File: src/design/rthi_pkg.sv
// Shared types, constants and the divider step for the RGB to HSV converter.
package rthi_pkg;

  // Hue sector offsets and scale factors
  localparam logic [7:0] HueRed    = 8'd0;
  localparam logic [7:0] HueGreen  = 8'd85;
  localparam logic [7:0] HueBlue   = 8'd171;
  localparam logic [7:0] HueStep   = 8'd43;
  localparam logic [7:0] FullScale = 8'd255;

  // Queue between the classifier and the divider pipeline
  localparam int FifoDepth = 4;
  localparam int FifoPtrW  = $clog2(FifoDepth);

  // One quotient bit per pipeline stage, quotients always fit 8 bits
  localparam int DivSteps = 8;

  // Classified pixel, as it waits in the queue
  typedef struct packed {
    logic [7:0] value;   // max channel
    logic [7:0] chroma;  // max - min
    logic [7:0] dmag;    // |p - q| of the two other channels
    logic       neg;     // p < q, offset is subtracted
    logic [7:0] offset;  // sector offset
  } cls_t;

  // Queue status toward the neighbors
  typedef struct packed {
    logic full;
    logic empty;
  } fifo_stat_t;

  // Partial remainder and dividend/quotient word of one division lane
  typedef struct packed {
    logic [7:0] rem;
    logic [7:0] word;
  } step_t;

  // One divider pipeline stage: both lanes plus the pixel side data
  typedef struct packed {
    step_t      sat;
    step_t      hue;
    logic [7:0] value;
    logic [7:0] chroma;
    logic       neg;
    logic [7:0] offset;
  } div_t;

  // One restoring-division step: shift in the next dividend bit, try subtract
  function automatic step_t div_step(step_t s, logic [7:0] divisor);
    logic [8:0] trial;
    step_t      r;
    trial = {s.rem, s.word[7]};
    if (trial >= {1'b0, divisor}) begin
      r.rem  = 8'(trial - {1'b0, divisor});
      r.word = {s.word[6:0], 1'b1};
    end else begin
      r.rem  = trial[7:0];
      r.word = {s.word[6:0], 1'b0};
    end
    return r;
  endfunction

endpackage

File: src/design/rthi_if.sv
// Valid/ready channel interfaces for RGB pixels and HSV results.
interface rthi_rgb_if;
  logic       valid;
  logic       ready;
  logic [7:0] red;
  logic [7:0] green;
  logic [7:0] blue;

  modport source (output valid, output red, output green, output blue, input ready);
  modport sink   (input valid, input red, input green, input blue, output ready);
endinterface

interface rthi_hsv_if;
  logic       valid;
  logic       ready;
  logic [7:0] hue;
  logic [7:0] saturation;
  logic [7:0] value;

  modport source (output valid, output hue, output saturation, output value, input ready);
  modport sink   (input valid, input hue, input saturation, input value, output ready);
endinterface

File: src/design/rgb_to_hsv_integer_top.sv
// Top level of the 8-bit integer RGB to HSV converter.
//
// Channels: rgb_i takes one RGB pixel per transaction (valid/ready),
// hsv_o gives one HSV result per pixel, in input order.
// Throughput: one pixel per clock, sustained, while hsv_o is ready.
// Path from an input transaction to the result: the queue entry, stage 0
// (dividends scaled from the queue head and registered), eight divider
// stages at one quotient bit each, and the output register.
// A four-entry queue sits between the classifier and the divider pipeline.
// When the receiver stalls, the whole divider pipeline holds; the queue
// keeps taking pixels until it is full, then rgb_i.ready drops.
// Reset (rst_ni, asynchronous, active low) empties the queue and clears
// every stage valid; no result is pending after reset. No configuration.
module rgb_to_hsv_integer_top (
  input  logic       clk_i,
  input  logic       rst_ni,
  rthi_rgb_if.sink   rgb_i,
  rthi_hsv_if.source hsv_o
);

  rthi_pkg::cls_t       cls_in;
  rthi_pkg::cls_t       cls_out;
  rthi_pkg::fifo_stat_t fifo_stat;
  logic                 push;
  logic                 pop;

  rthi_front u_front (
    .rgb_i  (rgb_i),
    .full_i (fifo_stat.full),
    .push_o (push),
    .cls_o  (cls_in)
  );

  rthi_fifo u_fifo (
    .clk_i  (clk_i),
    .rst_ni (rst_ni),
    .push_i (push),
    .data_i (cls_in),
    .pop_i  (pop),
    .data_o (cls_out),
    .stat_o (fifo_stat)
  );

  rthi_back u_back (
    .clk_i   (clk_i),
    .rst_ni  (rst_ni),
    .cls_i   (cls_out),
    .avail_i (!fifo_stat.empty),
    .pop_o   (pop),
    .hsv_o   (hsv_o)
  );

`ifndef SYNTHESIS
  // Gray pixels carry no hue
  a_gray_hue: assert property (@(posedge clk_i) disable iff (!rst_ni)
    hsv_o.valid && hsv_o.saturation == 8'd0 |-> hsv_o.hue == 8'd0)
    else $error("nonzero hue with zero saturation");

  // Black pixels give all-zero results
  a_black: assert property (@(posedge clk_i) disable iff (!rst_ni)
    hsv_o.valid && hsv_o.value == 8'd0 |-> hsv_o.saturation == 8'd0)
    else $error("nonzero saturation with zero value");

  // Queue only fills through input transactions
  a_fill: assert property (@(posedge clk_i) disable iff (!rst_ni)
    $fell(rgb_i.ready) |-> $past(rgb_i.valid))
    else $error("input ready dropped without a transaction");
`endif

endmodule

File: src/design/rthi_front.sv
// Front end: accepts RGB pixels, finds max/min and the hue sector.
module rthi_front (
  rthi_rgb_if.sink       rgb_i,
  input  logic           full_i,
  output logic           push_o,
  output rthi_pkg::cls_t cls_o
);

  logic [7:0] mx;
  logic [7:0] mn;
  logic [7:0] p;
  logic [7:0] q;

  // Accept whenever the queue has room
  assign rgb_i.ready = !full_i;
  assign push_o      = rgb_i.valid && !full_i;

  // Max and min of the three channels
  always_comb begin
    mx = (rgb_i.red > rgb_i.green) ? rgb_i.red : rgb_i.green;
    if (rgb_i.blue > mx) mx = rgb_i.blue;
    mn = (rgb_i.red < rgb_i.green) ? rgb_i.red : rgb_i.green;
    if (rgb_i.blue < mn) mn = rgb_i.blue;
  end

  // Sector select: ties go to red, then green
  always_comb begin
    priority if (mx == rgb_i.red) begin
      p            = rgb_i.green;
      q            = rgb_i.blue;
      cls_o.offset = rthi_pkg::HueRed;
    end else if (mx == rgb_i.green) begin
      p            = rgb_i.blue;
      q            = rgb_i.red;
      cls_o.offset = rthi_pkg::HueGreen;
    end else begin
      p            = rgb_i.red;
      q            = rgb_i.green;
      cls_o.offset = rthi_pkg::HueBlue;
    end
    cls_o.value  = mx;
    cls_o.chroma = mx - mn;
    cls_o.neg    = p < q;
    cls_o.dmag   = (p < q) ? (q - p) : (p - q);
  end

endmodule

File: src/design/rthi_fifo.sv
// Short queue of classified pixels between front end and divider.
module rthi_fifo (
  input  logic                 clk_i,
  input  logic                 rst_ni,
  input  logic                 push_i,
  input  rthi_pkg::cls_t       data_i,
  input  logic                 pop_i,
  output rthi_pkg::cls_t       data_o,
  output rthi_pkg::fifo_stat_t stat_o
);

  localparam logic [rthi_pkg::FifoPtrW:0] CntFull = (rthi_pkg::FifoPtrW + 1)'(rthi_pkg::FifoDepth);

  rthi_pkg::cls_t                mem_q [rthi_pkg::FifoDepth];
  logic [rthi_pkg::FifoPtrW-1:0] wr_ptr_q, wr_ptr_d;
  logic [rthi_pkg::FifoPtrW-1:0] rd_ptr_q, rd_ptr_d;
  logic [rthi_pkg::FifoPtrW:0]   cnt_q, cnt_d;
  logic                          do_push;
  logic                          do_pop;

  assign stat_o.full  = (cnt_q == CntFull);
  assign stat_o.empty = (cnt_q == '0);
  assign do_push      = push_i && !stat_o.full;
  assign do_pop       = pop_i && !stat_o.empty;
  assign data_o       = mem_q[rd_ptr_q];

  // Pointer and fill count update
  always_comb begin
    wr_ptr_d = do_push ? wr_ptr_q + 1'b1 : wr_ptr_q;
    rd_ptr_d = do_pop  ? rd_ptr_q + 1'b1 : rd_ptr_q;
    cnt_d    = cnt_q;
    if (do_push && !do_pop) cnt_d = cnt_q + 1'b1;
    if (do_pop && !do_push) cnt_d = cnt_q - 1'b1;
  end

  always_ff @(posedge clk_i or negedge rst_ni) begin
    if (!rst_ni) begin
      wr_ptr_q <= '0;
      rd_ptr_q <= '0;
      cnt_q    <= '0;
    end else begin
      wr_ptr_q <= wr_ptr_d;
      rd_ptr_q <= rd_ptr_d;
      cnt_q    <= cnt_d;
    end
  end

  // Storage, no reset needed
  always_ff @(posedge clk_i) begin
    if (do_push) mem_q[wr_ptr_q] <= data_i;
  end

endmodule

File: src/design/rthi_back.sv
// Back end: pipelined dividers for saturation and hue, output register.
module rthi_back (
  input  logic           clk_i,
  input  logic           rst_ni,
  input  rthi_pkg::cls_t cls_i,
  input  logic           avail_i,
  output logic           pop_o,
  rthi_hsv_if.source     hsv_o
);

  localparam int N = rthi_pkg::DivSteps;

  rthi_pkg::div_t pipe_q [N+1];
  rthi_pkg::div_t step_d [1:N];
  rthi_pkg::div_t load_d;
  logic [N:0]     vld_q;
  logic           out_vld_q;
  logic [7:0]     hue_q, sat_q, val_q;
  logic [7:0]     hue_d, sat_d;
  logic           adv;
  logic [15:0]    sat_dvd;
  logic [15:0]    hue_dvd;

  // Whole pipeline moves unless the output holds a stalled result
  assign adv   = !out_vld_q || hsv_o.ready;
  assign pop_o = adv && avail_i;

  // Stage 0: constant-scaled dividends
  always_comb begin
    sat_dvd         = {8'd0, cls_i.chroma} * {8'd0, rthi_pkg::FullScale};
    hue_dvd         = {8'd0, cls_i.dmag} * {8'd0, rthi_pkg::HueStep};
    load_d.sat.rem  = sat_dvd[15:8];
    load_d.sat.word = sat_dvd[7:0];
    load_d.hue.rem  = hue_dvd[15:8];
    load_d.hue.word = hue_dvd[7:0];
    load_d.value    = cls_i.value;
    load_d.chroma   = cls_i.chroma;
    load_d.neg      = cls_i.neg;
    load_d.offset   = cls_i.offset;
  end

  // Valid bits of the stages
  always_ff @(posedge clk_i or negedge rst_ni) begin
    if (!rst_ni) begin
      vld_q     <= '0;
      out_vld_q <= 1'b0;
    end else if (adv) begin
      vld_q     <= {vld_q[N-1:0], avail_i};
      out_vld_q <= vld_q[N];
    end
  end

  // Divider steps: each stage adds one quotient bit to both lanes
  always_comb begin
    for (int k = 1; k <= N; k++) begin
      step_d[k]     = pipe_q[k-1];
      step_d[k].sat = rthi_pkg::div_step(pipe_q[k-1].sat, pipe_q[k-1].value);
      step_d[k].hue = rthi_pkg::div_step(pipe_q[k-1].hue, pipe_q[k-1].chroma);
    end
  end

  // Stage payloads
  always_ff @(posedge clk_i) begin
    if (adv) begin
      pipe_q[0] <= load_d;
      for (int k = 1; k <= N; k++) pipe_q[k] <= step_d[k];
    end
  end

  // Final hue is offset plus or minus the quotient, saturation the quotient; gray or black gives zero
  always_comb begin
    if (pipe_q[N].chroma == '0) begin
      hue_d = '0;
      sat_d = '0;
    end else begin
      hue_d = pipe_q[N].neg ? pipe_q[N].offset - pipe_q[N].hue.word
                            : pipe_q[N].offset + pipe_q[N].hue.word;
      sat_d = pipe_q[N].sat.word;
    end
  end

  always_ff @(posedge clk_i) begin
    if (adv) begin
      hue_q <= hue_d;
      sat_q <= sat_d;
      val_q <= pipe_q[N].value;
    end
  end

  assign hsv_o.valid      = out_vld_q;
  assign hsv_o.hue        = hue_q;
  assign hsv_o.saturation = sat_q;
  assign hsv_o.value      = val_q;

endmodule

File: src/flat_wrapper.sv
// flat-port wrapper written by rule: the top's interface ports become plain ports
module rgb_to_hsv_integer_top_flat 
  (clk_i, rst_ni, rgb_i_valid, rgb_i_red, rgb_i_green, rgb_i_blue, rgb_i_ready, hsv_o_valid, hsv_o_hue, hsv_o_saturation, hsv_o_value, hsv_o_ready);
  rthi_rgb_if rgb_i_i ();
  rthi_hsv_if hsv_o_i ();
  input  logic clk_i;
  input  logic rst_ni;
  input wire logic [$bits(rgb_i_i.valid)-1:0] rgb_i_valid;
  input wire logic [$bits(rgb_i_i.red)-1:0] rgb_i_red;
  input wire logic [$bits(rgb_i_i.green)-1:0] rgb_i_green;
  input wire logic [$bits(rgb_i_i.blue)-1:0] rgb_i_blue;
  output wire logic [$bits(rgb_i_i.ready)-1:0] rgb_i_ready;
  output wire logic [$bits(hsv_o_i.valid)-1:0] hsv_o_valid;
  output wire logic [$bits(hsv_o_i.hue)-1:0] hsv_o_hue;
  output wire logic [$bits(hsv_o_i.saturation)-1:0] hsv_o_saturation;
  output wire logic [$bits(hsv_o_i.value)-1:0] hsv_o_value;
  input wire logic [$bits(hsv_o_i.ready)-1:0] hsv_o_ready;
  assign rgb_i_i.valid = rgb_i_valid;
  assign rgb_i_i.red = rgb_i_red;
  assign rgb_i_i.green = rgb_i_green;
  assign rgb_i_i.blue = rgb_i_blue;
  assign rgb_i_ready = rgb_i_i.ready;
  assign hsv_o_valid = hsv_o_i.valid;
  assign hsv_o_hue = hsv_o_i.hue;
  assign hsv_o_saturation = hsv_o_i.saturation;
  assign hsv_o_value = hsv_o_i.value;
  assign hsv_o_i.ready = hsv_o_ready;
  rgb_to_hsv_integer_top u_core (.clk_i(clk_i), .rst_ni(rst_ni), .rgb_i(rgb_i_i), .hsv_o(hsv_o_i));
endmodule
File: config.mk
export PLATFORM = sky130hd
export DESIGN_NAME = rgb_to_hsv_integer_top_flat
export DESIGN_NICKNAME = d
export VERILOG_FILES = /design/src/design/rthi_pkg.sv /design/src/design/rthi_if.sv /design/src/design/rgb_to_hsv_integer_top.sv /design/src/design/rthi_front.sv /design/src/design/rthi_fifo.sv /design/src/design/rthi_back.sv /design/src/flat_wrapper.sv
export SDC_FILE = /design/constraint.sdc
export NUM_CORES = 1
export LEC_CHECK = 0
export BUFFER_PORTS_ARGS = -buffer_cell sky130_fd_sc_hd__buf_2
export CAP_MARGIN = 20
export CORE_AREA = 2 2 215 217
export DETAILED_ROUTE_END_ITERATION = 6
export DIE_AREA = 0 0 217 219
export PLACE_DENSITY = 0.84
export SLEW_MARGIN = 30
export SYNTH_ARGS = -nofsm -noshare
export SYNTH_HDL_FRONTEND = slang
export SYNTH_SLANG_ARGS = --single-unit
File: constraint.sdc
create_clock -name clk_i -period 42.1 [get_ports clk_i]
set_input_delay 2.105 -clock clk_i [delete_from_list [all_inputs] [get_ports clk_i]]
set_output_delay 2.105 -clock clk_i [all_outputs]
set_load 0.005 [all_outputs]
# ---- Word-level counts from Yosys, hierarchy flattened
# Memory sizes are Yosys's and may differ from the RTL's.
# Cells that the tools add are included.
dict set report word_totals {
  reg_bits 41
  latchBits 0
  ramBits 645
  mem_bits_ro 0
  input_bits 28
  output_inout_bits 26
  wordCells 110
  n_memories 2
}
# memory words width rd rd_ports_with_merged_regs write_ports line_no
set memory_table {}
lappend memory_table {u_core.u_back.pipe_q 9 57 9 0 9 rthi_back.sv:13} ;# rthi_pkg::div_t pipe_q [N+1];
lappend memory_table {u_core.u_fifo.mem_q 4 33 1 0 1 rthi_fifo.sv:14} ;# rthi_pkg::cls_t mem_q [rthi_pkg::FifoDepth];
dict set report classes {
  add_sub_neg 25
  n_mul 2
  n_div 0
  magnitude_cmp 21
  eq_ne 3
  n_shift 0
  mux 34
  bitwise_logic 0
  reduce_logical 15
}
# op n
set ops {}
lappend ops {{$mux W16} 16}
lappend ops {{$sub A8 B8 Y8} 20}
lappend ops {{$ge A9 B8 Y1} 16}
lappend ops {{$mux W8} 12}
lappend ops {{$lt A8 B8 Y1} 3}
lappend ops {{$eq A8 B8 Y1} 2}
lappend ops {{$gt A8 B8 Y1} 2}
lappend ops {{$mul A8 B8 Y16 const B} 1}
lappend ops {{$mul A8 B6 Y14 const B} 1}
lappend ops {{$add A8 B8 Y8} 1}
lappend ops {{$logic_not A8 Y1} 1}
lappend ops {{$logic_and A1 B1 Y1} 6}
lappend ops {{$mux W3} 2}
lappend ops {{$logic_not A1 Y1} 5}
lappend ops {{$add A2 B1 Y2 const B} 2}
lappend ops {{$mux W1} 4}
lappend ops {{$add A3 B1 Y3 const B} 1}
lappend ops {{$eq A3 B3 Y1 const B} 1}
lappend ops {{$logic_not A3 Y1} 1}
lappend ops {{$sub A3 B1 Y3 const B} 1}
lappend ops {{$reduce_bool A2 Y1} 1}
lappend ops {{$logic_or A1 B1 Y1} 1}

# ---- Depth between registers and ports, before layout
# Gate-level depths: netlist of the first run.
dict set report logic_depth {
  word_depth 9
  depth_mapped 38
  ltp_nobuf 32
}

# ---- Modules after synthesis
# From an unflattened synthesis of the first run, not the netlist that was laid out.
dict set report unflattened {
  cells_unflattened 2508
  hier_area_um2 33827.4
}
# module instances cells_each area_per_inst_um2 seq_area_each_um2
set by_module_without_submodules {}
lappend by_module_without_submodules {rthi_back 1 1893 25788.5 15595.0}
lappend by_module_without_submodules {rthi_fifo 1 210 5238.8 4139.0}
lappend by_module_without_submodules {rthi_front 1 404 2796.4 0.0}
lappend by_module_without_submodules {rgb_to_hsv_integer_top 1 1 3.8 0.0}

# ---- Worst setup path before layout of the first run
# OpenSTA, ideal clock, no wires.
dict set report synth_path {
  kind {input to register}
  startpoint {in hsv_o_ready}
  endpoint {reg u_core.u_back.vld_q[1]}
  arrival_ns 16.802
  required_ns 41.963
  path_slack_ns 25.162
  path_stages 3
  n_path_buf 1
  cell_sequence {nand2b_1 clkbuf_1 mux2_2}
}
dict set report synth_via {
  elab_chain_cells 1
}
# item line_no
set synth_rtl {}
lappend synth_rtl {{start, declared} flat_wrapper.sv:17} ;# input wire logic [$bits(hsv_o_i.ready)-1:0] hsv_o_ready;
lappend synth_rtl {{$logic_or A1 B1 Y1} rthi_back.sv:25} ;# assign adv = !out_vld_q || hsv_o.ready;
lappend synth_rtl {{end signal, assigned} rthi_back.sv:48} ;# vld_q <= {vld_q[N-1:0], avail_i};
lappend synth_rtl {{end, declared} rthi_back.sv:16} ;# logic [N:0] vld_q;
# Every way passes these cells.
# A chain may end at the register's enable or synchronous reset.

==> flow_metrics.env, run 1 <==
export IMPL_h_tree_depth=2
export IMPL_dieArea_mm2=0.0475
export IMPL_grt_max_degree=175
export IMPL_syn_avg_cell_area_um2=13.2
export IMPL_finalCriticalPeriod_ns=9.37
export IMPL_cap_violations=0
export IMPL_crit_top_cell="a21o_1"
export IMPL_drc_errors=4
export IMPL_core_area_mm2=0.0451
export IMPL_clock_skew_ns=0.0312
export IMPL_cts_tree="built"
export IMPL_path_class="in2reg"
export IMPL_highest_layer="met4"
export IMPL_worst_slew_pin_slew_ns=0.958
export IMPL_synthXorXnorAreaFrac_pct=2.98
export IMPL_firstDrtPassIters=7
export IMPL_regToRegEndpoint="u_core.u_back.pipe_q[0][56]"
export IMPL_wl_mm=55.2
export IMPL_antenna_found_initial=0
export IMPL_grt_pass1_wl_mm=90.1
export IMPL_layout_cells_non_filler=3025
export IMPL_cpPeakStageDelay_ns=0.72
export IMPL_antenna_left=0
export IMPL_boundaryPins=54
export IMPL_crit_arrival_ns=9.77
export IMPL_fmax_ghz=0.107
export IMPL_finalWorstSetupSlack_ns=32.73
export IMPL_holdPathStages=0
export IMPL_dp_cells=2919
export IMPL_grtUsageTotal_pct=23.8
export IMPL_worstHoldStart="u_core.u_back.pipe_q[0][228]"
export IMPL_crit_path_max_fanout=25
export IMPL_ys_warnings_count=0
export IMPL_synth_area_mm2=0.0303
export IMPL_synth_compound_area_share_pct=8.72
export IMPL_status="complete, but fails checks"
export IMPL_die_w_um=217
export IMPL_vias=17500
export IMPL_layout_nets=2719
export IMPL_gp_congestion=0.897
export IMPL_yosysUniqueCellTypes=61
export IMPL_async_flop_share_pct=2.86
export IMPL_crit_path_end_kind="register"
export IMPL_failed_checks="DRC"
export IMPL_critPathLaunchType="input port"
export IMPL_wl_met1_mm=20.6
export IMPL_drive_gt1_share_pct=8.49
export IMPL_fillers=2706
export IMPL_die_h_um=219
export IMPL_synth_seq_area_share_pct=58.7
export IMPL_syn_inst=2300
export IMPL_antennaDiodeCount=0
export IMPL_slew_viol_final=0
export IMPL_cts_path_max_buffers=3
export IMPL_num_rows=78
export IMPL_dp_hpwl_mm=37.0
export IMPL_grt_pass1_vias=18600
export IMPL_overflow=0
export IMPL_viasPerCell=5.79
export IMPL_cts_hold_buffers=0
export IMPL_synthMuxAreaShare_pct=4.11
export IMPL_crit_required_ns=42.50
export IMPL_cts_made_buffers=56
export IMPL_hold_end="u_core.u_back.pipe_q[0][285]"
export IMPL_root_buffer="clkbuf_16"
export IMPL_initial_core_util_pct=67.2
export IMPL_wl_met2_mm=30.8
export IMPL_pre_cts_ws_ns=31.94
export IMPL_slew_headroom_pct=36.1
export IMPL_ff2ff_path_depth=18
export IMPL_synth_simple_area_share_pct=6.36
export IMPL_synth_ff_type="edfxtp_1"
export IMPL_synth_seq_cells=595
export IMPL_met3_length_mm=1.87
export IMPL_crit_slowest_cell="o22ai_2"
export IMPL_synth_nets=2641
export IMPL_insertion_delay_ns=0.62
export IMPL_r2r_setup_slack_ns=36.11
export IMPL_hold_path_class="reg2reg"
export IMPL_finalHoldViolCount=0
export IMPL_fin_tns_setup_ns=0
export IMPL_cts_setup_buffers=0
export IMPL_r2r_start="u_core.u_fifo.rd_ptr_q[0]"
export IMPL_post_drt_wl_per_cell_um=18.3
export IMPL_clk_pin_slew_worst_paths_ns=0.06
export IMPL_setup_viol=0
export IMPL_synth_adder_area_share_pct=14.4
export IMPL_finalCritPeriodShare_pct=22.3
export IMPL_cts_resized=0
export IMPL_io_buffer_count=53
export IMPL_drt_first_iter_violations=1288
export IMPL_clkSinkCount=595
export IMPL_area_growth_syn_to_layout_pct=8.74
export IMPL_synth_edf_count=578
export IMPL_synth_top_family_by_area="adder cells"
export IMPL_rsz0062_at_grt="false"
cell usage in the layout, fill, tap and decap left out, types with 11 or more instances in the layout:
| cell | netlist | final |
|---|---|---|
| nor2_1 | 90 | 90 |
| xor2_1 | 42 | 42 |
| mux4_2 | 28 | 28 |
| a21oi_1 | 93 | 93 |
| nand4_1 | 32 | 32 |
| fa_1 | 58 | 58 |
| clkinv_1 | 3 | 25 |
| edfxtp_1 | 578 | 578 |
| o31ai_1 | 26 | 26 |
| o21ai_0 | 163 | 163 |
| nand2_1 | 140 | 140 |
| xnor2_1 | 61 | 61 |
| o21bai_1 | 11 | 11 |
| clkbuf_16 | 0 | 57 |
| nor2b_1 | 49 | 42 |
| clkbuf_1 | 26 | 13 |
| o211a_1 | 13 | 13 |
| a21o_1 | 44 | 44 |
| and2_1 | 16 | 16 |
| inv_1 | 333 | 333 |
| or4_1 | 13 | 13 |
| nand2b_1 | 24 | 23 |
| a21boi_0 | 27 | 27 |
| mux2_2 | 20 | 20 |
| mux2i_1 | 39 | 39 |
| buf_2 | 7 | 53 |
| ha_1 | 255 | 255 |
| dfrtp_1 | 17 | 16 |
worst max-delay path: cells and delay by family:
kind / cells / cell delay, ns
mux: 1 / 0.30
compound gates: 15 / 3.71
fa+ha+maj: 3 / 1.15
xor+xnor: 1 / 0.20
simple gates: 7 / 1.17
buf+inv: 6 / 1.13
synthesized netlist by cell type, types with 5 or more instances:
master | number | area share [%]
a21boi_0 | 27 | 0.67
a21o_1 | 44 | 1.1
a21oi_1 | 93 | 1.5
a221oi_1 | 9 | 0.26
a31oi_1 | 8 | 0.17
and2_1 | 16 | 0.33
and3_1 | 10 | 0.21
buf_1 | 5 | 0.062
buf_2 | 7 | 0.12
clkbuf_1 | 26 | 0.32
dfrtp_1 | 17 | 1.4
edfxtp_1 | 578 | 57
fa_1 | 58 | 3.8
ha_1 | 255 | 11
inv_1 | 333 | 4.1
mux2_2 | 20 | 0.74
mux2i_1 | 39 | 1.3
mux4_2 | 28 | 2.1
nand2_1 | 140 | 1.7
nand2b_1 | 24 | 0.50
nand3_1 | 7 | 0.12
nand4_1 | 32 | 0.66
nor2_1 | 90 | 1.1
nor2b_1 | 49 | 1.0
o211a_1 | 13 | 0.43
o21a_1 | 5 | 0.12
o21ai_0 | 163 | 2.7
o21bai_1 | 11 | 0.27
o22ai_1 | 6 | 0.12
o31ai_1 | 26 | 0.64
or4_1 | 13 | 0.32
xnor2_1 | 61 | 1.8
xor2_1 | 42 | 1.2
flip-flops by register name, summed over array words and instances, names as in the netlist:
register                        flops
u_core.u_back.hsv_o.hue             8
u_core.u_back.hsv_o.saturation      8
u_core.u_back.hsv_o.valid           1
u_core.u_back.hsv_o.value           8
u_core.u_back.pipe_q              442
u_core.u_back.vld_q                 9
u_core.u_fifo.cnt_q                 3
u_core.u_fifo.mem_q               112
u_core.u_fifo.rd_ptr_q              2
u_core.u_fifo.wr_ptr_q              2
cell type report:
class / instances / area [µm²] / share of cell area [%]
clock buffers: 70 / 1480 / 4.48
multi-input cells: 1326 / 11100 / 33.7
inverters: 337 / 1260 / 3.84
flip-flops and latches: 595 / 17800 / 54.0
well taps: 600 / 751 / 2.28
clock inverters: 35 / 208 / 0.630
repair buffers: 62 / 360 / 1.09
cell families after synthesis:
family / Yosys count
buf+inv: 379
mux: 87
compound gates: 428
fa+ha+maj: 313
xor+xnor: 103
flops: 595
simple gates: 395
how the worst max path moves through the flow:
stage / cells past startpoint / start / slack (ns) / endpoint
3_5_place_dp: 32 / rgb_i_green[5] / 31.94 / u_core.u_fifo.mem_q[0][16]
2_1_floorplan: 3 / hsv_o_ready / 25.16 / u_core.u_back.vld_q[1]
3_3_place_gp: 31 / rgb_i_green[4] / 31.85 / u_core.u_fifo.mem_q[0][16]
4_1_cts: 32 / rgb_i_green[5] / 32.52 / u_core.u_fifo.mem_q[0][16]
6_report: 33 / rgb_i_green[5] / 32.73 / u_core.u_fifo.mem_q[0][16]
5_1_grt: 33 / rgb_i_green[5] / 32.06 / u_core.u_fifo.mem_q[0][16]
layer usage:
metal	vias up	track usage, %
li1	8391	-
met1	8587	25.6
met2	405	46.5
met3	146	3.37
met4	0	9.45
met5	-	0
through the flow:
step	hold WS [ns]	area, µm²	utilization [%]
6_report	0.416	32900	73.1
5_1_grt	0.419	32900	73.1
4_1_cts	0.415	32900	73.0
3_5_place_dp	0.405	31200	69.3
3_3_place_gp	0.401	31200	69.2
2_1_floorplan	0.400	30300	-
Power of run 1 is left out: the tool's default activity adds up to more than one toggle a clock period on the data nets, which glitch-free logic cannot reach.
==> run 2, diff against run 1 <==
- CORE_AREA: 2 2 215 217 -> 2 2 234 236
- DIE_AREA: 0 0 217 219 -> 0 0 236 238
- PLACE_DENSITY: 0.84 -> 0.76
- clock period: 42.1 -> 7.75 ns (I/O delays scaled with it)
==> flow_metrics.env, run 2 (same netlist as run 1, synthesis figures left out) <==
export IMPL_status="finished clean"
export IMPL_r2r_start="u_core.u_fifo.rd_ptr_q[1]"
export IMPL_final_cell_mix="edfxtp_1, inv_1, ha_1"
export IMPL_path_class="in2reg"
export IMPL_hold_end="u_core.u_fifo.wr_ptr_q[0]"
export IMPL_ff2ff_path_depth=17
export IMPL_crit_arrival_ns=7.24
export IMPL_crit_top_cell="a21o_1"
export IMPL_r2r_setup_slack_ns=1.86
export IMPL_num_rows=85
export IMPL_worstHoldStart="rgb_i_valid"
export IMPL_vias=17200
export IMPL_rsz0062_at_grt="false"
export IMPL_hold_path_class="in2reg"
export IMPL_holdPathStages=3
export IMPL_fmax_ghz=0.145
export IMPL_initial_core_util_pct=56.6
export IMPL_grt_pass1_wl_mm=84.5
export IMPL_slew_headroom_pct=35.7
export IMPL_largest_reg_flops=442
export IMPL_firstDrtPassIters=5
export IMPL_cts_tree="built"
export IMPL_finalHoldViolCount=0
export IMPL_cpPeakStageDelay_ns=0.47
export IMPL_wl_mm=50.7
export IMPL_cap_violations=0
export IMPL_grt_max_degree=193
export IMPL_dieArea_mm2=0.0562
export IMPL_drc_errors=0
export IMPL_antenna_left=0
export IMPL_cts_hold_buffers=1
export IMPL_layout_nets=2739
export IMPL_die_h_um=238
export IMPL_top_regs="u_core.u_back.pipe_q (442), u_core.u_fifo.mem_q (112), u_core.u_back.vld_q (9)"
export IMPL_clk_pin_slew_worst_paths_ns=0.06
export IMPL_h_tree_depth=2
export IMPL_dp_hpwl_mm=36.2
export IMPL_highest_layer="met4"
export IMPL_crit_path_max_fanout=25
export IMPL_area_growth_syn_to_layout_pct=10.3
export IMPL_boundaryPins=54
export IMPL_drive_gt1_share_pct=9.90
export IMPL_drt_first_iter_violations=965
export IMPL_wl_met2_mm=27.5
export IMPL_gp_congestion=0.874
export IMPL_overflow=0
export IMPL_wl_met1_mm=19.8
export IMPL_worst_slew_pin_slew_ns=0.962
export IMPL_finalCriticalPeriod_ns=6.92
export IMPL_finalCritPeriodShare_pct=89.2
export IMPL_cts_made_buffers=56
export IMPL_root_buffer="clkbuf_16"
export IMPL_grt_pass1_vias=18000
export IMPL_regToRegEndpoint="u_core.u_back.pipe_q[0][56]"
export IMPL_setup_viol=0
export IMPL_top_register="u_core.u_back.pipe_q"
export IMPL_fin_tns_setup_ns=0
export IMPL_cts_resized=0
export IMPL_slew_viol_final=0
export IMPL_critPathLaunchType="input port"
export IMPL_crit_slowest_cell="o22a_2"
export IMPL_viasPerCell=5.47
export IMPL_grtUsageTotal_pct=18.4
export IMPL_crit_path_end_kind="register"
export IMPL_cts_path_max_buffers=3
export IMPL_insertion_delay_ns=0.60
export IMPL_antennaDiodeCount=0
export IMPL_io_buffer_count=53
export IMPL_cts_setup_buffers=0
export IMPL_die_w_um=236
export IMPL_post_drt_wl_per_cell_um=16.2
export IMPL_clock_skew_ns=0.0116
export IMPL_mostFrequentLayoutCell="edfxtp_1"
export IMPL_core_area_mm2=0.0535
export IMPL_clkSinkCount=595
export IMPL_crit_required_ns=8.07
export IMPL_met3_length_mm=1.72
export IMPL_antenna_found_initial=0
run 2: layout make-up:
class | count | area [µm²]
inverter | 337 | 1260
sequential | 595 | 17800
clock buffer | 68 | 1520
clock inverter | 37 | 315
multi-input combinational | 1326 | 11100
fill | 3871 | 20100
timing repair buffer | 82 | 567
tap | 696 | 871
run 2: per-stage QoR:
stage / hold slack (ns) / area, µm² / util [%] / std cells / setup slack (ns)
detailed placement: 0.324 / 31500 / 58.9 / 3033 / 0.306
finish: 0.209 / 33400 / 62.5 / 3141 / 0.834
global route: 0.209 / 33400 / 62.5 / 3141 / 0.257
CTS: 0.178 / 33300 / 62.3 / 3139 / 0.908
floorplan: 0.0919 / 30300 / - / 2300 / 0.313
global placement: 0.310 / 31500 / 58.9 / 3033 / 0.420
run 2: worst max-delay path, delay by kind of cell:
kind,cells,cell delay [ns]
AO/OA/AOI/OAI,16,3.31
buffers and inverters,5,0.93
adder cells (fa/ha/maj),3,1.01
AND/OR/NAND/NOR,7,0.82
XOR/XNOR,1,0.17
multiplexers,2,0.59
run 2: how the worst max path moves through the flow:
stage	from	to	slack, ns
global placement	rgb_i_green[1]	u_core.u_fifo.mem_q[0][15]	0.42
CTS	rgb_i_green[1]	u_core.u_fifo.mem_q[0][15]	0.91
floorplan	hsv_o_ready	u_core.u_back.vld_q[1]	0.31
detailed placement	rgb_i_green[1]	u_core.u_fifo.mem_q[3][15]	0.31
global route	rgb_i_green[1]	u_core.u_fifo.mem_q[2][15]	0.26
finish	rgb_i_green[1]	u_core.u_fifo.mem_q[1][15]	0.83
run 2: metal layers:
layer / vias up / GRT usage (%)
met1: 8334 / 20.3
met3: 106 / 2.92
li1: 8446 / -
met5: - / 0
met4: 0 / 6.72
met2: 302 / 35.5
Power of run 2 is left out for the same reason.
